### src/gra_pkg.sv
// ----------------------------------------------------------------------------
// gra_pkg: shared definitions for the gain ramp core
// Fixed-point widths, gain constants, register indexes and the control states.
// ----------------------------------------------------------------------------
package gra_pkg;

    localparam int GAIN_FRAC_BITS = 16;
    localparam int GAIN_W         = GAIN_FRAC_BITS + 1;
    localparam int TIME_W         = 32;
    localparam int SPAN_W         = 16;
    localparam int PROD_W         = GAIN_W + SPAN_W;

    localparam int S_TDATA_W = ((1 + TIME_W + 7) / 8) * 8;
    localparam int M_TDATA_W = ((GAIN_W + 7) / 8) * 8;

    localparam int CFG_ADDR_W = 2;
    localparam int CFG_DATA_W = GAIN_W;

    localparam logic [GAIN_W-1:0] UNITY = {1'b1, {GAIN_FRAC_BITS{1'b0}}};
    localparam int EPS_INT = ((1 << GAIN_FRAC_BITS) * 2) / 1000;
    localparam logic [GAIN_W-1:0] EPS = GAIN_W'(EPS_INT);
    localparam logic [GAIN_W-1:0] SNAP_LEVEL = UNITY - EPS;

    localparam logic [CFG_ADDR_W-1:0] CFG_DUCK    = 2'd0;
    localparam logic [CFG_ADDR_W-1:0] CFG_ATTACK  = 2'd1;
    localparam logic [CFG_ADDR_W-1:0] CFG_RELEASE = 2'd2;

    typedef enum logic [2:0] {
        ST_IDLE,
        ST_EVAL,
        ST_MUL,
        ST_DIV,
        ST_DECIDE,
        ST_FINISH
    } gra_state_t;

endpackage

### src/gra_mul.sv
// ----------------------------------------------------------------------------
// gra_mul: bit-serial multiplier
// Shift-add product of the gain delta and the elapsed time, one multiplier
// bit per cycle, least significant bit first.
// ----------------------------------------------------------------------------
module gra_mul
    import gra_pkg::*;
(
    input  logic              aclk,
    input  logic              aresetn,
    input  logic              start,
    input  logic [GAIN_W-1:0] multiplicand,
    input  logic [SPAN_W-1:0] multiplier,
    output logic              done,
    output logic [PROD_W-1:0] product
);

    localparam int CNT_W = $clog2(SPAN_W);
    localparam logic [CNT_W-1:0] CNT_LAST = CNT_W'(SPAN_W - 1);

    logic              busy_reg, busy_next;
    logic              done_reg, done_next;
    logic [CNT_W-1:0]  cnt_reg, cnt_next;
    logic [GAIN_W-1:0] mcand_reg;
    logic [GAIN_W-1:0] hi_reg;
    logic [SPAN_W-1:0] lo_reg;
    logic [GAIN_W:0]   sum;

    // The partial sum shifts right into the low half as the multiplier shifts out.
    assign sum = {1'b0, hi_reg} + (lo_reg[0] ? {1'b0, mcand_reg} : '0);

    always_comb begin
        busy_next = busy_reg;
        done_next = 1'b0;
        cnt_next  = cnt_reg;
        if (start) begin
            busy_next = 1'b1;
            cnt_next  = '0;
        end else if (busy_reg) begin
            cnt_next = cnt_reg + 1'b1;
            if (cnt_reg == CNT_LAST) begin
                busy_next = 1'b0;
                done_next = 1'b1;
            end
        end
    end

    always_ff @(posedge aclk) begin
        if (!aresetn) begin
            busy_reg <= 1'b0;
            done_reg <= 1'b0;
            cnt_reg  <= '0;
        end else begin
            busy_reg <= busy_next;
            done_reg <= done_next;
            cnt_reg  <= cnt_next;
        end
    end

    always_ff @(posedge aclk) begin
        if (start) begin
            mcand_reg <= multiplicand;
            hi_reg    <= '0;
            lo_reg    <= multiplier;
        end else if (busy_reg) begin
            hi_reg <= sum[GAIN_W:1];
            lo_reg <= {sum[0], lo_reg[SPAN_W-1:1]};
        end
    end

    assign done    = done_reg;
    assign product = {hi_reg, lo_reg};

endmodule

### src/gra_div.sv
// ----------------------------------------------------------------------------
// gra_div: bit-serial restoring divider
// Divides the scaled delta by the ramp duration, one quotient bit per cycle.
// The quotient is known to fit the gain width, so only those bits are formed.
// ----------------------------------------------------------------------------
module gra_div
    import gra_pkg::*;
(
    input  logic              aclk,
    input  logic              aresetn,
    input  logic              start,
    input  logic [PROD_W-1:0] dividend,
    input  logic [SPAN_W-1:0] divisor,
    output logic              done,
    output logic [GAIN_W-1:0] quotient
);

    localparam int CNT_W = $clog2(GAIN_W);
    localparam logic [CNT_W-1:0] CNT_LAST = CNT_W'(GAIN_W - 1);

    logic              busy_reg, busy_next;
    logic              done_reg, done_next;
    logic [CNT_W-1:0]  cnt_reg, cnt_next;
    logic [SPAN_W-1:0] dsor_reg;
    logic [SPAN_W-1:0] rem_reg;
    logic [GAIN_W-1:0] q_reg;
    logic [SPAN_W:0]   trial;
    logic [SPAN_W:0]   diff;
    logic              fits;

    // Dividend bits leave the top of q_reg while quotient bits enter at the bottom.
    assign trial = {rem_reg, q_reg[GAIN_W-1]};
    assign diff  = trial - {1'b0, dsor_reg};
    assign fits  = trial >= {1'b0, dsor_reg};

    always_comb begin
        busy_next = busy_reg;
        done_next = 1'b0;
        cnt_next  = cnt_reg;
        if (start) begin
            busy_next = 1'b1;
            cnt_next  = '0;
        end else if (busy_reg) begin
            cnt_next = cnt_reg + 1'b1;
            if (cnt_reg == CNT_LAST) begin
                busy_next = 1'b0;
                done_next = 1'b1;
            end
        end
    end

    always_ff @(posedge aclk) begin
        if (!aresetn) begin
            busy_reg <= 1'b0;
            done_reg <= 1'b0;
            cnt_reg  <= '0;
        end else begin
            busy_reg <= busy_next;
            done_reg <= done_next;
            cnt_reg  <= cnt_next;
        end
    end

    always_ff @(posedge aclk) begin
        if (start) begin
            dsor_reg <= divisor;
            rem_reg  <= dividend[PROD_W-1:GAIN_W];
            q_reg    <= dividend[GAIN_W-1:0];
        end else if (busy_reg) begin
            rem_reg <= fits ? diff[SPAN_W-1:0] : trial[SPAN_W-1:0];
            q_reg   <= {q_reg[GAIN_W-2:0], fits};
        end
    end

    assign done     = done_reg;
    assign quotient = q_reg;

endmodule

### src/gain_ramp_attack_release_core.sv
// Processing: a reset command, a first update or a finished ramp goes from the
// input transfer through the evaluate, decide and finish states to the result;
// a ramp in progress also passes the 16-step serial multiplier and the 17-step serial divider.
// Flow: a new item is accepted only after the previous result has been loaded into the output register.
// Reset: synchronous, active low; clears control, registers and ramp state.
// ----------------------------------------------------------------------------
// gain_ramp_attack_release_core: linear attack/release gain ramp
// Tracks a ducking gain between the duck factor and unity and reports the
// interpolated gain for every timestamp transfer.
// ----------------------------------------------------------------------------
module gain_ramp_attack_release_core
    import gra_pkg::*;
(
    input  logic                  aclk,
    input  logic                  aresetn,
    // Input stream
    input  logic                  s_tvalid,
    output logic                  s_tready,
    input  logic [S_TDATA_W-1:0]  s_tdata,   // [0] voice_active, [32:1] now_ms, rest zero
    input  logic                  s_tuser,   // [0] command
    // Result stream
    output logic                  m_tvalid,
    input  logic                  m_tready,
    output logic [M_TDATA_W-1:0]  m_tdata,   // [16:0] gain, rest zero
    // Configuration writes
    input  logic                  cfg_valid,
    output logic                  cfg_ready,
    input  logic [CFG_ADDR_W-1:0] cfg_addr,
    input  logic [CFG_DATA_W-1:0] cfg_data
);

    gra_state_t state_reg, state_next;

    logic [GAIN_W-1:0] duck_reg;
    logic [SPAN_W-1:0] attack_reg;
    logic [SPAN_W-1:0] release_reg;

    logic              ready_reg;
    logic [GAIN_W-1:0] current_reg;
    logic [GAIN_W-1:0] origin_reg;
    logic [GAIN_W-1:0] goal_reg;
    logic [TIME_W-1:0] origin_time_reg;
    logic [SPAN_W-1:0] span_reg;

    logic              cmd_reg;
    logic              voice_reg;
    logic [TIME_W-1:0] now_reg;
    logic              down_reg;
    logic [GAIN_W-1:0] g1_reg;
    logic [GAIN_W-1:0] final_reg;
    logic              restart_reg;

    logic              m_tvalid_reg;
    logic [GAIN_W-1:0] m_gain_reg;

    logic              mul_start, mul_done;
    logic [PROD_W-1:0] mul_product;
    logic              div_start, div_done;
    logic [GAIN_W-1:0] div_quotient;

    logic [GAIN_W-1:0] duck_clamped;
    logic [GAIN_W-1:0] target;
    logic [SPAN_W-1:0] dur;
    logic [TIME_W-1:0] elapsed;
    logic              at_goal;
    logic              going_down;
    logic [GAIN_W-1:0] delta;
    logic [GAIN_W-1:0] gap;
    logic              restart;
    logic [GAIN_W-1:0] pick;
    logic [GAIN_W-1:0] decided;
    logic              out_free;
    logic              in_xfer;

    assign cfg_ready = 1'b1;
    assign in_xfer   = s_tvalid && s_tready;
    assign out_free  = !m_tvalid_reg || m_tready;

    assign duck_clamped = (duck_reg > UNITY) ? UNITY : duck_reg;
    assign target       = voice_reg ? duck_clamped : UNITY;
    assign dur          = voice_reg ? attack_reg : release_reg;

    assign elapsed    = now_reg - origin_time_reg;
    assign at_goal    = (span_reg == '0) ||
                        (elapsed >= {{(TIME_W-SPAN_W){1'b0}}, span_reg});
    assign going_down = goal_reg < origin_reg;
    assign delta      = going_down ? origin_reg - goal_reg : goal_reg - origin_reg;

    assign gap     = (target >= goal_reg) ? target - goal_reg : goal_reg - target;
    assign restart = !ready_reg || (gap > EPS) || (dur != span_reg);
    // A restarted ramp sits at its origin at time zero, unless it has no length.
    assign pick    = (restart && dur == '0) ? target : g1_reg;
    assign decided = cmd_reg ? UNITY :
                     (!voice_reg && pick >= SNAP_LEVEL) ? UNITY : pick;

    gra_mul u_mul (
        .aclk         (aclk),
        .aresetn      (aresetn),
        .start        (mul_start),
        .multiplicand (delta),
        .multiplier   (elapsed[SPAN_W-1:0]),
        .done         (mul_done),
        .product      (mul_product)
    );

    gra_div u_div (
        .aclk     (aclk),
        .aresetn  (aresetn),
        .start    (div_start),
        .dividend (mul_product),
        .divisor  (span_reg),
        .done     (div_done),
        .quotient (div_quotient)
    );

    always_ff @(posedge aclk) begin
        if (!aresetn) begin
            state_reg <= ST_IDLE;
        end else begin
            state_reg <= state_next;
        end
    end

    always_comb begin
        state_next = state_reg;
        s_tready   = 1'b0;
        mul_start  = 1'b0;
        div_start  = 1'b0;
        case (state_reg)
            ST_IDLE: begin
                s_tready = 1'b1;
                if (s_tvalid) begin
                    state_next = ST_EVAL;
                end
            end
            ST_EVAL: begin
                if (cmd_reg || !ready_reg || at_goal) begin
                    state_next = ST_DECIDE;
                end else begin
                    mul_start  = 1'b1;
                    state_next = ST_MUL;
                end
            end
            ST_MUL: begin
                if (mul_done) begin
                    div_start  = 1'b1;
                    state_next = ST_DIV;
                end
            end
            ST_DIV: begin
                if (div_done) begin
                    state_next = ST_DECIDE;
                end
            end
            ST_DECIDE: begin
                state_next = ST_FINISH;
            end
            ST_FINISH: begin
                if (out_free) begin
                    state_next = ST_IDLE;
                end
            end
            default: begin
                state_next = ST_IDLE;
            end
        endcase
    end

    always_ff @(posedge aclk) begin
        if (!aresetn) begin
            duck_reg    <= UNITY;
            attack_reg  <= '0;
            release_reg <= '0;
        end else if (cfg_valid && cfg_ready) begin
            case (cfg_addr)
                CFG_DUCK:    duck_reg    <= cfg_data;
                CFG_ATTACK:  attack_reg  <= cfg_data[SPAN_W-1:0];
                CFG_RELEASE: release_reg <= cfg_data[SPAN_W-1:0];
                default: begin
                end
            endcase
        end
    end

    // Per-item working registers.
    always_ff @(posedge aclk) begin
        if (in_xfer) begin
            cmd_reg   <= s_tuser;
            voice_reg <= s_tdata[0];
            now_reg   <= s_tdata[TIME_W:1];
        end
        if (state_reg == ST_EVAL) begin
            down_reg <= going_down;
            g1_reg   <= ready_reg ? goal_reg : current_reg;
        end
        if (state_reg == ST_DIV && div_done) begin
            g1_reg <= down_reg ? origin_reg - div_quotient : origin_reg + div_quotient;
        end
        if (state_reg == ST_DECIDE) begin
            final_reg   <= decided;
            restart_reg <= restart;
        end
        if (state_reg == ST_FINISH && out_free) begin
            m_gain_reg <= final_reg;
        end
    end

    always_ff @(posedge aclk) begin
        if (!aresetn) begin
            ready_reg       <= 1'b0;
            current_reg     <= UNITY;
            origin_reg      <= UNITY;
            goal_reg        <= UNITY;
            origin_time_reg <= '0;
            span_reg        <= '0;
        end else if (state_reg == ST_FINISH && out_free) begin
            if (cmd_reg) begin
                ready_reg   <= 1'b0;
                current_reg <= UNITY;
                origin_reg  <= UNITY;
                goal_reg    <= UNITY;
                span_reg    <= '0;
            end else begin
                ready_reg   <= 1'b1;
                current_reg <= final_reg;
                if (restart_reg) begin
                    origin_reg      <= g1_reg;
                    goal_reg        <= target;
                    origin_time_reg <= now_reg;
                    span_reg        <= dur;
                end
            end
        end
    end

    always_ff @(posedge aclk) begin
        if (!aresetn) begin
            m_tvalid_reg <= 1'b0;
        end else if (state_reg == ST_FINISH && out_free) begin
            m_tvalid_reg <= 1'b1;
        end else if (m_tready) begin
            m_tvalid_reg <= 1'b0;
        end
    end

    assign m_tvalid = m_tvalid_reg;
    assign m_tdata  = {{(M_TDATA_W-GAIN_W){1'b0}}, m_gain_reg};

`ifndef SYNTHESIS
    a_mul_done_in_mul: assert property (@(posedge aclk) disable iff (!aresetn)
        mul_done |-> state_reg == ST_MUL)
        else $error("multiplier finished outside the multiply state");

    a_div_done_in_div: assert property (@(posedge aclk) disable iff (!aresetn)
        div_done |-> state_reg == ST_DIV)
        else $error("divider finished outside the divide state");

    a_gain_in_range: assert property (@(posedge aclk) disable iff (!aresetn)
        m_tvalid |-> m_tdata[GAIN_W-1:0] <= UNITY)
        else $error("result gain above unity");

    a_result_loaded: assert property (@(posedge aclk) disable iff (!aresetn)
        (state_reg == ST_FINISH && out_free) |=> m_tvalid && state_reg == ST_IDLE)
        else $error("finished item did not reach the output register");
`endif

endmodule
### config.mk
export PLATFORM = sky130hd
export DESIGN_NAME = gain_ramp_attack_release_core
export DESIGN_NICKNAME = d
export VERILOG_FILES = /design/src/gra_pkg.sv /design/src/gra_mul.sv /design/src/gra_div.sv /design/src/gain_ramp_attack_release_core.sv
export SDC_FILE = /design/constraint.sdc
export NUM_CORES = 1
export LEC_CHECK = 0
export ABC_AREA = 0
export BUFFER_PORTS_ARGS = -buffer_cell sky130_fd_sc_hd__buf_2
export CAP_MARGIN = 10
export CELL_PAD_IN_SITES_DETAIL_PLACEMENT = 1
export CELL_PAD_IN_SITES_GLOBAL_PLACEMENT = 1
export CORE_UTILIZATION = 53
export CTS_CLUSTER_SIZE = 8
export DETAILED_ROUTE_END_ITERATION = 8
export GPL_TIMING_DRIVEN = 0
export PLACE_DENSITY_LB_ADDON = 0.1
export SLEW_MARGIN = 10
export SYNTH_ARGS = -nofsm -noshare
export SYNTH_HDL_FRONTEND = slang
export SYNTH_HIERARCHICAL = 1
export SYNTH_SLANG_ARGS = --single-unit
export TNS_END_PERCENT = 20
### constraint.sdc
create_clock -name aclk -period 25.8 [get_ports aclk]
set_clock_uncertainty 0.15 [all_clocks]
set_input_delay 1.29 -clock aclk [delete_from_list [all_inputs] [get_ports aclk]]
set_output_delay 1.29 -clock aclk [all_outputs]
set_load 0.01 [all_outputs]
# ---- Word level (Yosys, flattened, before mapping)
# Index checks and enable logic that the tools add are counted.
dict set report op_classes {
  muxes 47
  n_lt_le_gt_ge 7
  addsub 11
  n_eq_ne 14
  reduce_logical 34
  bitwise 4
}
# op count
set op_table {}
lappend op_table {{$mux 17} 17}
lappend op_table {{$mux 16} 8}
lappend op_table {{$sub 17x17->17} 5}
lappend op_table {{$ge 32x16->1} 1}
lappend op_table {{$logic_not 16->1} 2}
lappend op_table {{$sub 32x32->32} 1}
lappend op_table {{$add 17x18->18} 1}
lappend op_table {{$pmux 3 s6} 1}
lappend op_table {{$add 17x17->17} 1}
lappend op_table {{$ge 17x16->1} 1}
lappend op_table {{$ge 17x16->1 const B} 1}
lappend op_table {{$ge 17x17->1} 1}
lappend op_table {{$gt 17x17->1 const B} 1}
lappend op_table {{$gt 17x8->1 const B} 1}
lappend op_table {{$lt 17x17->1} 1}
lappend op_table {{$mux 1} 16}
lappend op_table {{$ne 16x16->1} 1}
lappend op_table {{$sub 16x16->16} 1}
lappend op_table {{$mux 3} 5}
lappend op_table {{$reduce_bool 2->1} 5}
lappend op_table {{$reduce_and 2->1} 4}
lappend op_table {{$eq 3x2->1 const B} 2}
lappend op_table {{$eq 3x3->1 const B} 2}
lappend op_table {{$logic_or 1x1->1} 6}
lappend op_table {{18 further kinds} 32}
dict set report word_totals {
  output_inout_bits 27
  reg_bits 352
}

# ---- Logic depth before layout (Yosys ltp)
dict set report depth {
  word_depth 13
  ltp_mapped 29
  ltp_nobuf 27
}

# ---- Modules after synthesis
# Netlist, hierarchy kept.
# module instances area_per_inst_um2 cells_per_inst seq_area_each_um2
set modules_own_cells {}
lappend modules_own_cells {gain_ramp_attack_release_core 1 16525.8 1934 5675.4}
lappend modules_own_cells {gra_div 1 3213.1 281 1611.5}
lappend modules_own_cells {gra_mul 1 3005.4 276 1451.4}

# ---- Worst setup path before layout
# No wires, ideal clock.
dict set report synth_path {
  kind {register to register}
  from {register now_reg[0]}
  to {register u_mul.lo_reg[10] (data pin)}
  required_time_ps 25390
  path_buffers 2
  stages_incl_launch_ff 28
  arrival_ps 7748
  path_slack_ps 17643
  period_less_slack_ps 8157
  cell_sequence {edfxtp_1 > inv_1 > ha_1 > inv_1 > fa_1 > a21oi_1 > o32ai_1 > or2_2 > a21oi_1 > nor2_1 > o21ai_0 > a21boi_0 > o21ai_0 > nand2b_1 > xor2_1 > ha_1 > and4_1 > nand2_1 > o2111a_1 > o21ai_0 > or4_1 > nor4_1 > or4b_1 > nor4bb_1 > nor4b_1 > buf_2 > buf_1 > mux2_2}
}
dict set report synth_between {
  elab_chain_cells 7
}
# element line
set synth_rtl {}
lappend synth_rtl {{start, declared} gain_ramp_attack_release_core.sv:47} ;# logic [TIME_W-1:0] now_reg;
lappend synth_rtl {{start signal, assigned} gain_ramp_attack_release_core.sv:190} ;# now_reg <= s_tdata[TIME_W:1];
lappend synth_rtl {{$sub 32x32->32} gain_ramp_attack_release_core.sv:83} ;# assign elapsed = now_reg - origin_time_reg;
lappend synth_rtl {{named net elapsed[14]} gain_ramp_attack_release_core.sv:64} ;# logic [TIME_W-1:0] elapsed;
lappend synth_rtl {{$ge 32x16->1} gain_ramp_attack_release_core.sv:85} ;# (elapsed >= {{(TIME_W-SPAN_W){1'b0}}, span_reg});
lappend synth_rtl {{$logic_or 1x1->1} gain_ramp_attack_release_core.sv:84} ;# assign at_goal = (span_reg == '0) ||
lappend synth_rtl {{$logic_or 1x1->1} gain_ramp_attack_release_core.sv:137} ;# if (cmd_reg || !ready_reg || at_goal) begin
lappend synth_rtl {{$mux 1} gain_ramp_attack_release_core.sv:137}
lappend synth_rtl {{$mux 1} gain_ramp_attack_release_core.sv:129} ;# case (state_reg)
lappend synth_rtl {{named net mul_start} gain_ramp_attack_release_core.sv:56} ;# logic mul_start, mul_done;
lappend synth_rtl {{$mux 16} gra_mul.sv:61} ;# if (start) begin
lappend synth_rtl {{end signal, assigned} gra_mul.sv:64} ;# lo_reg <= multiplier;
lappend synth_rtl {{end signal, assigned} gra_mul.sv:67} ;# lo_reg <= {sum[0], lo_reg[SPAN_W-1:1]};
lappend synth_rtl {{end, declared} gra_mul.sv:26} ;# logic [SPAN_W-1:0] lo_reg;
# The timed path passes the listed nets, and every way through them passes these cells.
# A chain may end at the register's enable or synchronous reset.

# ---- Final worst setup path
dict set report layout_path {
  from {register now_reg[0]}
  to {register u_mul.lo_reg[14] (data pin)}
}
# Same word-level chain as after synthesis.

==> impl_metrics.yaml <==
hold_path:
  hold-path-endpoint: "m_gain_reg[4]"
  min_path_cells: 0
  hp-start: "final_reg[4]"
  hold_class: "reg2reg"
yosys:
  ys_types: 99
  ys_seq_area_share_pct: 38.42
  synth-async-reset-ratio_pct: 0
  synth.area.top_cells: "edfxtp_1, dfxtp_1, ha_1"
  yosys_most_used_dff: "dfxtp_1"
  synth_top_cell_by_area: "edfxtp_1"
  yosysWarnings: 6
  synth-seq-cells: 352
  syn_area_per_cell_sq_um: 9.131
  yosysTopAreaCellShare_pct: 22.31
  syn_inst: 2491
  netlist_area_sq_mm: 0.02274
  synth_edf_count: 169
die:
  fp.coreArea_sq_mm: 0.04213
  die_height_um: 209.2
  io_pins: 92
  dieArea_sq_mm: 0.04375
  rows: 75
  die_x_um: 209.2
  initial_core_util_pct: 53.98
detailed_routing:
  routedWlPerCell_um: 24.04
  viasPerCell: 6.227
  num_vias: 20020
  dr.pass1.iters: 5
  drc: 0
  postRouteAntennaNets: 0
  drt-total-wl_mm: 77.28
  drtIter0Drc: 1593
sta:
  hold_viol_final: 0
  period_share_pct: 33.19
  tns_ns: 0
  drv_slew: 0
  worstMarginPinSlew_ns: 0.9689
  max_slew_margin_pct: 35.41
  clock.fmax_ghz: 0.1168
  rsz0062_at_grt: "false"
  setup_viol: 0
  min_period_ns: 8.563
global_routing:
  grt_max_degree: 34
  grt_pass1_wl_mm: 119.8
  overflow: 0
  grt_pass1_vias: 20950
  grt.total_usage_pct: 35.28
  grt_antenna_before_repair: 4
finish:
  syn_to_final_growth_pct: 11.70
  fin_nets: 2874
  drive_above_1_share_pct: 9.832
  utilization_pct: 60.30
clock_tree:
  clk_latency_ns: 0.61
  cts_buffer_depth: 3
  cts_max_level: 2
  cts_setup_buffers: 0
  clk_pin_slew_ns: 0.05
  numCtsBuffers: 50
  post_cts_resized: 0
  clockRootBuffer: "clkbuf_16"
  cts.sinks: 352
  cts_hold_buf: 0
  cts_tree: "yes"
worst_setup_path:
  r2r_end: "u_mul/lo_reg[14]"
  cp.required_ns: 25.99
  crit_type: "reg2reg"
  cp_top_family: "simple AND/OR/NAND/NOR gates"
  crit_path_start: "now_reg[0]"
  cp_slowest_cell: "buf_1"
  critPathMaxStageDelay_ns: 0.77
  cp_max_fo: 10
  rr_worst_depth: 28
  critPathCaptureType: "register"
  cp_common_cell: "o21ai_0"
  crit_buf_inv: 5
  arrival_ns: 8.75
  crit_path_start_kind: "register"
  ff2ff_setup_slack_ns: 17.24
  r2r_start: "now_reg[0]"
power_and_ir_drop:
  p_total_w: 0.001472
  total_leakage_power_nw: 9.657
  irDropWorstVdd_mv: 0.07401
  powerDensity_mw_per_mm2: 57.96
placement:
  routabilityCongestion: 0.9687
  numPortBuffers: 76
  place_hpwl_mm: 59.23
status:
  outcome: "finished, final reports clean"
job:
  maxCapViolCount: 0
-- power breakdown --
part / leakage [nW] / internal, W / total, W / switching (W)
Sequential: 3.04 / 0.000606 / 0.000622 / 0.0000158
Clock: 0.691 / 0.000365 / 0.000621 / 0.000257
Combinational: 5.93 / 0.0000883 / 0.000229 / 0.000141
Total: 9.66 / 0.00106 / 0.00147 / 0.000414
-- placed cells by master, fill, tap and decap left out, drive strengths merged, types with 27 or more instances in the layout --
| master | n |
|---|---|
| mux2 | 47 |
| nor2b | 70 |
| xnor2 | 74 |
| nand4 | 27 |
| a21o | 45 |
| clkbuf | 171 |
| nand3b | 37 |
| o21ai | 103 |
| nor2 | 131 |
| a22oi | 35 |
| a21oi | 132 |
| xor2 | 44 |
| nand2 | 321 |
| a21boi | 103 |
| and2 | 43 |
| dfxtp | 183 |
| buf | 126 |
| mux2i | 64 |
| ha | 166 |
| a211oi | 29 |
| nand3 | 32 |
| nor3 | 49 |
| inv | 175 |
| edfxtp | 169 |
-- cells in the mapped netlist (all sizes together) (21+ instances only) --
| cell type | n |
|---|---|
| xnor2 | 74 |
| nand2 | 321 |
| nand2b | 23 |
| nor2b | 70 |
| ha | 166 |
| nor3 | 49 |
| edfxtp | 169 |
| mux2 | 47 |
| mux2i | 64 |
| o21ai | 103 |
| a22oi | 35 |
| and2 | 43 |
| a21oi | 132 |
| a211oi | 29 |
| o22ai | 21 |
| nand4 | 27 |
| o21a | 23 |
| nor2 | 131 |
| a21boi | 103 |
| nand3b | 37 |
| inv | 173 |
| nor4 | 22 |
| clkbuf | 83 |
| nand3 | 32 |
| xor2 | 44 |
| dfxtp | 183 |
| buf | 40 |
| a21o | 45 |
-- cell type report --
class	instances	area (sq um)
Antenna cell	1	2.502
Buffer	123	608.1
Clock buffer	88	1394
Clock inverter	4	67.56
Fill cell	4883	16730
Inverter	174	653.1
Multi-Input combinational cell	1848	12800
Sequential cell	352	8738
Tap cell	539	674.4
Timing Repair Buffer	86	469.2
-- cell families (layout without fill, tap and decap cells) --
group                    Yosys count  after routing  synth area share (%)
AO/OA/AOI/OAI                    618            618                 18.59
XOR/XNOR                         118            118                 4.544
adder cells (fa/ha/maj)          174            174                 9.836
buffers and inverters            297            475                 5.540
flip-flops                       352            352                 38.42
multiplexers                     112            112                 5.243
other                              2              9               0.03302
AND/OR/NAND/NOR                  818            818                 17.79
-- through the flow --
step                      hold slack [ns]  setup slack (ns)  instances  cell area (sq um)
after global placement             0.2882             14.48       3112              23820
after CTS                          0.3026             17.36       3214              25390
after floorplan                    0.2766             17.64       2497              22770
after global routing               0.3129             16.80       3214              25400
after detailed placement           0.2962             17.48       3122              23930
final                              0.3053             17.24       3215              25410
-- worst max path at each step --
stage                     depth (start not counted)               end  slack (ns)
after floorplan                                  27  u_mul/lo_reg[10]       17.64
final                                            28  u_mul/lo_reg[14]       17.24
after global routing                             28  u_mul/lo_reg[14]       16.80
after CTS                                        28  u_mul/lo_reg[14]       17.36
after detailed placement                         28  u_mul/lo_reg[14]       17.48
after global placement                           27  u_mul/lo_reg[12]       14.48
-- metal layers --
metal | vias up | GRT usage, % | routed length [um]
li1 | 9178 | - | -
met1 | 9985 | 47.49 | 33660
met2 | 689 | 57.24 | 35450
met3 | 168 | 5.425 | 5468
met4 | 0 | 13.16 | 2700
met5 | - | 0 | 0
Note: power is estimated with default switching activity, not from simulation.
